--- src/tws_pkg.sv ---
`timescale 1ns / 1ps
package tws_pkg;

  localparam int MAX_SIDE    = 256;
  localparam int SIDE_W      = $clog2(MAX_SIDE) + 1;
  localparam int POS_W       = $clog2(MAX_SIDE);
  localparam int ADDR_W      = 2 * POS_W;
  localparam int STORE_DEPTH = MAX_SIDE * MAX_SIDE;
  localparam int TEXEL_BITS  = 16;
  localparam int FRAC_W      = 16;
  localparam int INDEX_W     = 16;
  localparam int VALUE_W     = 16;
  localparam int COORD_W     = 24;
  localparam int RESULT_W    = 16;
  localparam int CFG_IDX_W   = 1;
  localparam int CFG_DATA_W  = 9;

  localparam int CMD_Q_DEPTH = 4;
  localparam int CMD_PTR_W   = $clog2(CMD_Q_DEPTH);
  localparam int CMD_CNT_W   = $clog2(CMD_Q_DEPTH + 1);
  localparam int RES_Q_DEPTH = 16;
  localparam int RES_PTR_W   = $clog2(RES_Q_DEPTH);
  localparam int RES_CNT_W   = $clog2(RES_Q_DEPTH + 1);

  localparam logic MODE_WRITE  = 1'b0;
  localparam logic MODE_SAMPLE = 1'b1;

  localparam logic [CFG_IDX_W-1:0] REG_TEX_WIDTH  = 1'b0;
  localparam logic [CFG_IDX_W-1:0] REG_TEX_HEIGHT = 1'b1;

  localparam logic [SIDE_W-1:0] SIDE_RESET = SIDE_W'(MAX_SIDE);

  typedef struct packed {
    logic                  is_sample;
    logic [INDEX_W-1:0]    index;
    logic [TEXEL_BITS-1:0] value;
    logic [FRAC_W-1:0]     frac_u;
    logic [FRAC_W-1:0]     frac_v;
  } cmd_t;

  function automatic logic [SIDE_W-1:0] clamp_side(input logic [CFG_DATA_W-1:0] s);
    logic [SIDE_W-1:0] r;
    if (s == '0) r = SIDE_W'(1);
    else if (s > CFG_DATA_W'(MAX_SIDE)) r = SIDE_W'(MAX_SIDE);
    else r = SIDE_W'(s);
    return r;
  endfunction

endpackage

--- src/tws_front.sv ---
`timescale 1ns / 1ps
module tws_front (
  input  logic                          clk,
  input  logic                          rst_n,
  input  logic                          in_push,
  output logic                          in_full,
  input  logic                          in_mode,
  input  logic [tws_pkg::INDEX_W-1:0]   in_texel_index,
  input  logic [tws_pkg::VALUE_W-1:0]   in_texel_value,
  input  logic [tws_pkg::COORD_W-1:0]   in_coord_u,
  input  logic [tws_pkg::COORD_W-1:0]   in_coord_v,
  output logic                          deq_valid,
  input  logic                          deq_ready,
  output tws_pkg::cmd_t                 deq_cmd
);
  import tws_pkg::*;

  cmd_t                 q_r [CMD_Q_DEPTH];
  logic [CMD_PTR_W-1:0] wr_ptr_r, rd_ptr_r;
  logic [CMD_CNT_W-1:0] cnt_r, cnt_nxt;
  cmd_t                 cmd;
  logic                 push, pop;

  // integer part of a coordinate drops out of the wrap; only the fraction is kept
  always_comb begin
    cmd.is_sample = (in_mode == MODE_SAMPLE);
    cmd.index     = in_texel_index;
    cmd.value     = in_texel_value[TEXEL_BITS-1:0];
    cmd.frac_u    = in_coord_u[FRAC_W-1:0];
    cmd.frac_v    = in_coord_v[FRAC_W-1:0];
  end

  assign in_full   = (cnt_r == CMD_CNT_W'(CMD_Q_DEPTH));
  assign deq_valid = (cnt_r != '0);
  assign deq_cmd   = q_r[rd_ptr_r];
  assign push      = in_push && !in_full;
  assign pop       = deq_valid && deq_ready;

  always_comb begin
    cnt_nxt = cnt_r;
    if (push && !pop) cnt_nxt = cnt_r + 1'b1;
    else if (!push && pop) cnt_nxt = cnt_r - 1'b1;
  end

  always_ff @(posedge clk) begin
    if (!rst_n) begin
      wr_ptr_r <= '0;
      rd_ptr_r <= '0;
      cnt_r    <= '0;
    end else begin
      cnt_r <= cnt_nxt;
      if (push) wr_ptr_r <= wr_ptr_r + 1'b1;
      if (pop)  rd_ptr_r <= rd_ptr_r + 1'b1;
    end
  end

  always_ff @(posedge clk) begin
    if (push) q_r[wr_ptr_r] <= cmd;
  end

endmodule

--- config.mk ---
export PLATFORM = sky130hd
export DESIGN_NAME = tws_front
export DESIGN_NICKNAME = d
export VERILOG_FILES = /design/src/tws_pkg.sv /design/src/tws_front.sv
export SDC_FILE = /design/constraint.sdc
export NUM_CORES = 1
export LEC_CHECK = 0
export BUFFER_PORTS_ARGS = -buffer_cell sky130_fd_sc_hd__buf_2
export CORE_ASPECT_RATIO = 2
export CORE_UTILIZATION = 48
export DETAILED_ROUTE_END_ITERATION = 8
export PLACE_DENSITY = 0.7
export SYNTH_ARGS = -nofsm -noshare
export SYNTH_HDL_FRONTEND = slang
export SYNTH_SLANG_ARGS = --single-unit
export TNS_END_PERCENT = 50
--- constraint.sdc ---
create_clock -name clk -period 8.07 [get_ports clk]
set_input_delay 0.807 -clock clk [delete_from_list [all_inputs] [get_ports clk]]
set_output_delay 0.807 -clock clk [all_outputs]
set_load 0.02 [all_outputs]
======== Word-level counts from Yosys, hierarchy flattened ========
Memory sizes are Yosys's and may differ from the RTL's. A register that Yosys moved wholly into a read port is not among the register bits.
Cells that the tools add are included.
storage, ports and cells
  bits in registers ....................... 7
  RAM bits ................................ 260
  output and inout port bits .............. 67
  logic and storage cells ................. 24
  memories ................................ 1
operators by class
  add/subtract/negate cells ............... 4
  eq/ne operators ......................... 1
  mux-type cells .......................... 6
  reduce and logical (&&, ||, !) cells .... 9
memories
  name  depth  width  read ports  clocked after Yosys merged registers in  write ports  RTL line         source
  q_r   4      65     1           1                                        1            tws_front.sv:18  cmd_t q_r [CMD_Q_DEPTH];
operator list
  kind                 count
  $mux 3               2
  $add 2x1->2 const B  2
  $logic_and 1x1->1    4
  $mux 2               2
  $add 3x1->3 const B  1
  $eq 3x3->1 const B   1
  $logic_not 1->1      3
  $reduce_bool 3->1    1
  $sub 3x1->3 const B  1
  $mux 1               2
  $reduce_bool 2->1    1

======== Longest topological paths before layout ========
  depth in word-level cells ............... 7
  mapped depth ............................ 9
  gate-level depth less buffers ........... 8

======== Worst setup path before layout ========
No wires, ideal clock.
  path kind ............................... input-to-reg
  from .................................... in in_push
  to ...................................... mem q_r[0][0] (netlist bit) (enable)
  setup time .............................. 430 ps
  data arrival time ....................... 2625 ps
  setup slack ............................. 5015 ps
  cell stages on the path ................. 3
  buffers on the path ..................... 1
  path through ............................ nor2b_1 -> buf_2 -> and2_1
on the way
  word-level cells in the longest chain between the ends .. 3
RTL lines
  item                          RTL line         source
  start: declaration            tws_front.sv:5   input logic in_push,
  $logic_and 1x1->1             tws_front.sv:36  assign push = in_push && !in_full;
  via push                      tws_front.sv:22  logic push, pop;
  $mux 1                        tws_front.sv:58  if (push) q_r[wr_ptr_r] <= cmd;
  $mux 1 (not written as such)  tws_front.sv:58
  end: declaration              tws_front.sv:18
The timed path passes the listed nets, and every way through them passes these cells.

==> results.ini <==
[pwr]
power_frac_seq=0.466
power_density_mw_per_mm2=334
internal_power_mw=2.80
switching_power_mw=1.07
sw_frac_of_total=0.276
leakagePower_nw=3.87
clkPwrFrac=0.305
peakVddDrop_v=0.000211
comb_power_share=0.229

[worst_setup_path]
cp.required_ns=7.26
timing.rr.start=cnt_r[0]
cp.arrival_ns=2.79
cp_cell_sequence=buf_4 -> mux4_2 -> buf_2
slowest_delay_ns=0.75
start_kind=flop
path_class=flop to output pin
crit_path_end_kind=output pin
crit_fanout=36
crit_path_top_delay_cell=dfxtp_4

[clock_tree]
cts_root_buf=clkbuf_16
hold_buffers=0
cts_buffers=23
cts_tree=yes
clockBufferDepth=3
clock_latency_ns=0.51
post_cts_resize_count=0
cts.clk_slew.worst_paths_ns=0.07
htree_levels=1
cts_sinks=269
postCtsSetupBuffers=0

[logic_synthesis]
syn_nets=478
yosys_warnings=0
async_reset_ff_frac=0
avgSynthCellArea_sq_um=25.6
synth_edf_count=260
ys.flop_type=edfxtp_1
ys_types=23
syn_area_sq_mm=0.00991
ys_seq_elements=269
ys_seq_area_frac=0.806
synthCells=387

[cells_and_area]
syn2layout_area_growth_pct=17.0
fin_cells=816
drive_gt1_frac=0.440
final_common_cell=edfxtp_1
final_cell_area_sq_mm=0.0116
mostFrequentLayoutCells=edfxtp_1 (260), buf_2 (135), mux4_2 (65)
nNetsFinal=623

[global_routing]
grt_pass1_wl_um=26800
antenna_found_initial=2
grt_max_degree=66
grt_usage=0.169
gr-total-overflow=0
first_global_vias=4955

[timing]
slew_viol_final=0
fin_skew_ns=0.0109
max_freq_ghz=0.278
final.period_utilization=0.446
finalCriticalPeriod_ns=3.60
rsz0062_at_grt=false
worst_slew_pin_slew_ns=1.03
whs_ns=0.504
finalSetupViolCount=0
hold_violations=0
fin_tns_setup_ns=0
max_slew_margin=0.311

[placement]
dp_hpwl_um=9980
dpl_cell_area_sq_mm=0.0108
gp_congestion=0.702
io_buffers=135
dpl.cell_count=773

[min_path]
min_from=in_texel_value[12]
min_path_type=input pin to flop

[route]
num_vias=4358
first_pass_iters=4
drt-initial-drc-count=197
wl_um=17400
vias_per_cell=5.34
antenna_left=0
drcViolationCount=0
wl_per_cell_um=21.3

[floorplan]
fp-row-count=74
coreArea_sq_mm=0.0204
io-pin-count=152
die-area_sq_mm=0.0213
die_h_um=205
die_w_um=104
start_util=0.486

[run]
cap_violations=0

[status]
outcome=complete, no violations

-- worst paths after layout --
kind,to,slack (ns),cells after the start
worst max-delay path,deq_cmd[62],4.47,3
worst min-delay path,q_r[2][44],0.50,1
worst max register to register,cnt_r[2],5.59,8
worst min register to register,wr_ptr_r[0],0.52,2
-- sequential cells by signal, summed over array words and instances, names as in the netlist, named ones only --
signal    flops
wr_ptr_r      2
cnt_r         3
rd_ptr_r      2
q_r         260
-- layer usage --
metal / up-vias / routed length, um / global-route usage
met4: 2 / 522 / 0.0776
met3: 39 / 752 / 0.0279
met5: - / 9 / 0
met1: 2276 / 6170 / 0.182
li1: 1934 / - / -
met2: 107 / 9900 / 0.320
-- kinds of logic (layout without fill, tap and decap cells) --
family / Yosys count / count (layout) / synth area share
AO/OA/AOI/OAI: 4 / 4 / 0.00341
XOR/XNOR: 4 / 4 / 0.00354
adder cells (fa/ha/maj): 6 / 6 / 0.00833
buffers and inverters: 19 / 180 / 0.0174
flip-flops: 269 / 269 / 0.806
multiplexers: 68 / 68 / 0.151
other: 0 / 2 / 0
AND/OR/NAND/NOR: 17 / 17 / 0.0104
-- critical path, delay by kind of cell, from the launching register on --
| family | cells | cell delay (ns) |
|---|---|---|
| buf+inv | 2 | 0.91 |
| mux | 1 | 0.59 |
| flops | 1 | 0.75 |
-- cells in the mapped netlist, drive strengths merged (3+ instances only) --
cell type  count  area share
and2           8      0.0051
buf           14       0.016
dfxtp          9       0.018
edfxtp       260        0.79
ha             5      0.0063
inv            3      0.0011
mux2i          3      0.0030
mux4          65        0.15
nand2          4      0.0015
xnor2          3      0.0027
-- cell type report --
type / count / area [sq um]
diodes: 2 / 5.00
clock buffers: 32 / 629
clock inverters: 9 / 183
fillers: 1514 / 8770
inverters: 3 / 11.3
multi-input cells: 99 / 1760
flip-flops and latches: 269 / 8000
well taps: 266 / 333
repair buffers: 136 / 683
-- per-stage QoR --
step,utilization,setup slack [ns],power (mW)
6_report,0.569,4.47,3.87
5_1_grt,0.569,4.20,4.03
4_1_cts,0.569,4.33,3.93
3_5_place_dp,0.529,4.89,2.75
3_3_place_gp,0.529,4.91,2.71
2_1_floorplan,-,5.02,2.50
-- power by group through the flow --
stage	Sequential (mW)	Clock [mW]	Combinational [mW]
finish	1.80	1.18	0.885
global route	1.83	1.26	0.944
CTS	1.81	1.21	0.906
detailed placement	1.84	0	0.903
global placement	1.83	0	0.887
floorplan	1.76	0	0.737
No activity file was read; power rests on OpenSTA's default activity.
