--- config.mk ---
export PLATFORM = sky130hd
export DESIGN_NAME = tws_res_q
export DESIGN_NICKNAME = d
export VERILOG_FILES = /design/src/tws_pkg.sv /design/src/tws_res_q.sv
export SDC_FILE = /design/constraint.sdc
export NUM_CORES = 1
export LEC_CHECK = 0
export BUFFER_PORTS_ARGS = -buffer_cell sky130_fd_sc_hd__buf_2
export CAP_MARGIN = 20
export CORE_MARGIN = 4
export CORE_UTILIZATION = 66
export CTS_CLUSTER_SIZE = 8
export DETAILED_ROUTE_END_ITERATION = 8
export PLACE_DENSITY = 0.88
export SLEW_MARGIN = 20
export SYNTH_ARGS = -nofsm -noshare
export SYNTH_HDL_FRONTEND = slang
export SYNTH_SLANG_ARGS = --single-unit
--- constraint.sdc ---
create_clock -name clk -period 3.7 [get_ports clk]
set_input_delay 0.37 -clock clk [delete_from_list [all_inputs] [get_ports clk]]
set_output_delay 0.37 -clock clk [all_outputs]
set_load 0.02 [all_outputs]
--- src/tws_pkg.sv ---
`timescale 1ns / 1ps
package tws_pkg;

  localparam int MAX_SIDE    = 256;
  localparam int SIDE_W      = $clog2(MAX_SIDE) + 1;
  localparam int POS_W       = $clog2(MAX_SIDE);
  localparam int ADDR_W      = 2 * POS_W;
  localparam int STORE_DEPTH = MAX_SIDE * MAX_SIDE;
  localparam int TEXEL_BITS  = 16;
  localparam int FRAC_W      = 16;
  localparam int INDEX_W     = 16;
  localparam int VALUE_W     = 16;
  localparam int COORD_W     = 24;
  localparam int RESULT_W    = 16;
  localparam int CFG_IDX_W   = 1;
  localparam int CFG_DATA_W  = 9;

  localparam int CMD_Q_DEPTH = 4;
  localparam int CMD_PTR_W   = $clog2(CMD_Q_DEPTH);
  localparam int CMD_CNT_W   = $clog2(CMD_Q_DEPTH + 1);
  localparam int RES_Q_DEPTH = 16;
  localparam int RES_PTR_W   = $clog2(RES_Q_DEPTH);
  localparam int RES_CNT_W   = $clog2(RES_Q_DEPTH + 1);

  localparam logic MODE_WRITE  = 1'b0;
  localparam logic MODE_SAMPLE = 1'b1;

  localparam logic [CFG_IDX_W-1:0] REG_TEX_WIDTH  = 1'b0;
  localparam logic [CFG_IDX_W-1:0] REG_TEX_HEIGHT = 1'b1;

  localparam logic [SIDE_W-1:0] SIDE_RESET = SIDE_W'(MAX_SIDE);

  typedef struct packed {
    logic                  is_sample;
    logic [INDEX_W-1:0]    index;
    logic [TEXEL_BITS-1:0] value;
    logic [FRAC_W-1:0]     frac_u;
    logic [FRAC_W-1:0]     frac_v;
  } cmd_t;

  function automatic logic [SIDE_W-1:0] clamp_side(input logic [CFG_DATA_W-1:0] s);
    logic [SIDE_W-1:0] r;
    if (s == '0) r = SIDE_W'(1);
    else if (s > CFG_DATA_W'(MAX_SIDE)) r = SIDE_W'(MAX_SIDE);
    else r = SIDE_W'(s);
    return r;
  endfunction

endpackage

--- src/tws_res_q.sv ---
`timescale 1ns / 1ps
module tws_res_q (
  input  logic                          clk,
  input  logic                          rst_n,
  input  logic                          push,
  input  logic [tws_pkg::RESULT_W-1:0]  push_value,
  output logic                          empty,
  input  logic                          pop,
  output logic [tws_pkg::RESULT_W-1:0]  head_value,
  output logic [tws_pkg::RES_CNT_W-1:0] count
);
  import tws_pkg::*;

  logic [RESULT_W-1:0]  q_r [RES_Q_DEPTH];
  logic [RES_PTR_W-1:0] wr_ptr_r, rd_ptr_r;
  logic [RES_CNT_W-1:0] cnt_r, cnt_nxt;
  logic                 do_pop;

  assign empty      = (cnt_r == '0);
  assign head_value = q_r[rd_ptr_r];
  assign count      = cnt_r;
  assign do_pop     = pop && !empty;

  always_comb begin
    cnt_nxt = cnt_r;
    if (push && !do_pop) cnt_nxt = cnt_r + 1'b1;
    else if (!push && do_pop) cnt_nxt = cnt_r - 1'b1;
  end

  always_ff @(posedge clk) begin
    if (!rst_n) begin
      wr_ptr_r <= '0;
      rd_ptr_r <= '0;
      cnt_r    <= '0;
    end else begin
      cnt_r <= cnt_nxt;
      if (push)   wr_ptr_r <= wr_ptr_r + 1'b1;
      if (do_pop) rd_ptr_r <= rd_ptr_r + 1'b1;
    end
  end

  always_ff @(posedge clk) begin
    if (push) q_r[wr_ptr_r] <= push_value;
  end

endmodule
## Yosys cells after proc, flatten, opt, wreduce, memory -nomap -nowiden

Memories as Yosys holds them, arrays and structs flattened. A register that Yosys moved wholly into a read port is not among the register bits.
Index checks and enable logic that the tools add are counted.

- Flip-flop bits (word level): 13
- Bits in writable memories: 256
- Bits of input ports: 20
- Logic and storage cells: 22
- Memories: 1

- Add/sub/neg operators: 4
- Muxes and demuxes: 6
- Reductions and logical operators: 8

Memory list:

| memory | words | bits a word | read ports | clocked after memory_dff | write ports | RTL line | RTL |
|---|---|---|---|---|---|---|---|
| q_r | 16 | 16 | 1 | 1 | 1 | tws_res_q.sv:14 | `logic [RESULT_W-1:0] q_r [RES_Q_DEPTH];` |

Operators with widths:

| kind | number |
|---|---|
| 5-bit two-way mux | 2 |
| 4-bit by 1-bit adder with 4-bit output, second input constant | 2 |
| 4-bit two-way mux | 2 |
| 5-bit by 1-bit adder with 5-bit output, second input constant | 1 |
| 5-bit logical NOT | 1 |
| 5-bit by 1-bit subtractor with 5-bit output, second input constant | 1 |
| 1-bit logical AND | 3 |
| 1-bit logical NOT | 3 |
| 1-bit two-way mux | 2 |
| 2-bit nonzero test | 1 |

## Depth between registers and ports, before layout

- Depth after elaboration: 6
- Depth in mapped cells: 9
- Mapped depth without buffers: 9

## Worst setup path before layout

No wires, ideal clock.

- Kind: reg-to-reg
- Start point: register cnt_r[1], in the netlist count[1]
- End point: register cnt_r[3], in the netlist count[3]
- Data arrival time: 2.552 ns
- Slack: 1.086 ns
- Stages on the path, launching flop included: 10
- Period minus slack after synthesis: 2.614 ns
- Path through: dfxtp_1 > or4_4 > o21ai_4 > ha_1 > inv_1 > ha_1 > a21o_1 > a21oi_1 > or4b_2 > nand3_1

- Word-level cells in the longest chain between the ends: 6

Ends and longest elaborated chain:

| what | RTL line | RTL |
|---|---|---|
| start: declaration | tws_res_q.sv:16 | `logic [RES_CNT_W-1:0] cnt_r, cnt_nxt;` |
| start signal: assignment | tws_res_q.sv:36 | `cnt_r <= cnt_nxt;` |
| parallel branches: the longest is 6 deep, another holds 5-bit by 1-bit subtractor with 5-bit output | - |  |

Parallel ways; which one is timed is not known. The select of a mux whose other input is x is not followed.
A chain may end at the register's enable or synchronous reset.

==> flow_summary.json <==
{
  "yosys_warnings": 0,
  "cts_hold_buf": 0,
  "track_usage_pct": 27.9,
  "grt_pass1_wl_um": 36100,
  "finalWirelength_um": 24000,
  "finalSetupTns_ns": 0,
  "clock_skew_ns": 0.00996,
  "io_pins": 42,
  "grt_max_degree": 52,
  "period_needed_ns": 3.07,
  "rsz0062_at_grt": "no",
  "wl_per_cell_um": 30.4,
  "antenna_found_initial": 0,
  "gp_congestion": 0.730,
  "syn_area_um2": 10500,
  "powerDensity_nw_per_um2": 697,
  "hpwl_um": 11500,
  "synth_top_family_by_area": "multiplexers",
  "synth_top_area_share_pct": 73.0,
  "pre_cts_slack_ns": 0.972,
  "insertion_delay_ns": 0.51,
  "path_max_fanout": 24,
  "arrival_ns": 2.70,
  "critPathKind": "reg2out",
  "hold_path.class": "in2reg",
  "clk_pin_slew_ns": 0.05,
  "clockRootBuffer": "clkbuf_16",
  "io_buffers": 41,
  "area_growth_pct": 14.6,
  "p_leak_nw": 3.96,
  "crit_path_max_incr_delay_ns": 0.67,
  "cts_sinks": 273,
  "nNetsFinal": 591,
  "cp_slowest_cell": "dfxtp_4",
  "cts_made_buffers": 40,
  "synthMuxAreaShare_pct": 14.1,
  "ys_ff_latch": 273,
  "grt_overflow": 0,
  "avgSynthCellArea_um2": 21.3,
  "synthArstFlopShare_pct": 0,
  "vdd_drop_max_v": 0.000427,
  "synthXorXnorAreaFrac_pct": 0.582,
  "synth.distinct_cells": 37,
  "fmaxAchievable_mhz": 326,
  "ys_seq_area_share_pct": 76.3,
  "first_pass_iters": 4,
  "design.core.area_um2": 15400,
  "drt_iter0_drc": 578,
  "synth_compound_area_share_pct": 3.00,
  "crit_required_ns": 3.33,
  "critPathLaunchType": "register",
  "maxCapViolCount": 0,
  "final_max_slew_viol_count": 0,
  "post-route-drc-count": 0,
  "cts_tree": "built",
  "die_area_um2": 18000,
  "post_cts_resized": 0,
  "cts_setup_buffers": 0,
  "yosys-top-cells-area": "edfxtp_1 (73%), mux4_2 (14%), dfxtp_1 (3.2%), a22oi_1 (2.3%), and2_1 (1.5%)",
  "hold_viol": 0,
  "synth_most_common_cell": "edfxtp_1",
  "setup_violations": 0,
  "avgViaCountPerCell": 6.75,
  "ant_nets": 0,
  "maxSlewHeadroom_pct": 22.9,
  "synth_nets": 524,
  "diodes": 0,
  "rows": 45,
  "fin_crit_sh_pct": 83.0,
  "clk_path_buf_depth": 3,
  "synth_edf_count": 256,
  "endpoint_kind": "primary output",
  "layout-drive-gt1-share_pct": 28.6,
  "via_count": 5312,
  "grt_pass1_vias": 5654,
  "synthTopCellsByCount": "edfxtp_1 (256), mux4_2 (64), a22oi_1 (32), and2_1 (25), nand2_1 (20)",
  "synth_top_area_cell": "edfxtp_1",
  "crit_path_cell_trace": "buf_4 > mux4_2 > a22oi_1 > nand2_1 > buf_2",
  "htree_num_levels": 2,
  "synth_cells": 494,
  "tightest_slew_ns": 1.16,
  "die_h_um": 134,
  "die_w_um": 134,
  "synth_fa_ha_area_share_pct": 1.26,
  "start_util_pct": 68.2,
  "synthSimpleGateAreaFrac_pct": 3.49,
  "run_status": "finished clean",
  "postLayoutSetupSlackWorst_ns": 0.630,
  "synthFlopType": "edfxtp_1"
}
[critical path: cells and delay by family, from the launching register on]
family / cells / cell delay (ns)
flops: 1 / 0.67
mux: 1 / 0.57
compound gates: 1 / 0.23
buf+inv: 2 / 0.62
simple gates: 1 / 0.09
[path summary, 6_finish.rpt]
check                 from       endpoint  slack [ns]  cells after the start
max reg2reg       count[1]       count[3]        0.94                      9
min reg2reg       count[4]       count[4]        0.50                      2
min          push_value[4]      q_r[4][4]        0.24                      1
max               register  head_value[4]        0.63                      5
[kinds of logic after synthesis]
logic type | after synthesis
buffers and inverters | 27
DFF | 273
xor gates and xnor gates | 7
adders and majority gates | 10
and+or+nand+nor | 67
AOI/OAI and AO/OA | 42
muxes | 68
[cells in the final DEF, fill, tap and decap left out, types with 2 or more instances in the layout]
master	count
and2_1	20
mux4_2	64
nor2_1	4
nand3_1	4
a21oi_1	2
edfxtp_1	256
nand2_1	20
mux2i_1	4
o21a_1	2
buf_2	41
and2_2	5
dfxtp_1	15
nor2b_1	5
a22oi_1	32
clkbuf_1	15
ha_1	9
buf_12	2
xnor2_1	6
clkbuf_16	41
inv_1	3
buf_4	4
[flip-flops by register name, indices dropped and copies added, names as in the netlist, named ones only]
register	cells
rd_ptr_r	4
wr_ptr_r	4
count	5
q_r	256
[per-layer routing]
| metal | global-route usage (%) | routed length (µm) | vias to the layer above |
|---|---|---|---|
| met1 | 38.2 | 9040 | 2773 |
| met5 | 0 | 0 | - |
| met2 | 45.6 | 12400 | 314 |
| met3 | 4.80 | 1660 | 55 |
| met4 | 11.7 | 813 | 0 |
| li1 | - | - | 2170 |
[power breakdown]
part / internal (mW) / switching [mW]
Combinational: 0.789 / 0.782
Clock: 2.00 / 1.22
Sequential: 3.47 / 0.157
Total: 6.25 / 2.16
[final cells by class]
type / count / area [µm²]
inverter: 3 / 11.3
timing repair buffer: 49 / 302
clock inverter: 1 / 8.76
fill: 767 / 3360
sequential: 273 / 8030
clock buffer: 56 / 1080
tap: 211 / 264
multi-input combinational: 194 / 2360
[through the flow]
stage / utilization (%) / total power, mW / area (µm²) / cells / hold WS [ns]
2_1_floorplan: - / 4.85 / 10500 / 494 / 0.469
3_3_place_gp: 70.9 / 5.15 / 10900 / 728 / 0.480
3_5_place_dp: 70.9 / 5.22 / 10900 / 728 / 0.496
4_1_cts: 78.0 / 8.45 / 12000 / 785 / 0.222
5_1_grt: 78.2 / 8.72 / 12100 / 787 / 0.234
6_report: 78.2 / 8.41 / 12100 / 787 / 0.237
Power figures use the tool's default switching activity.
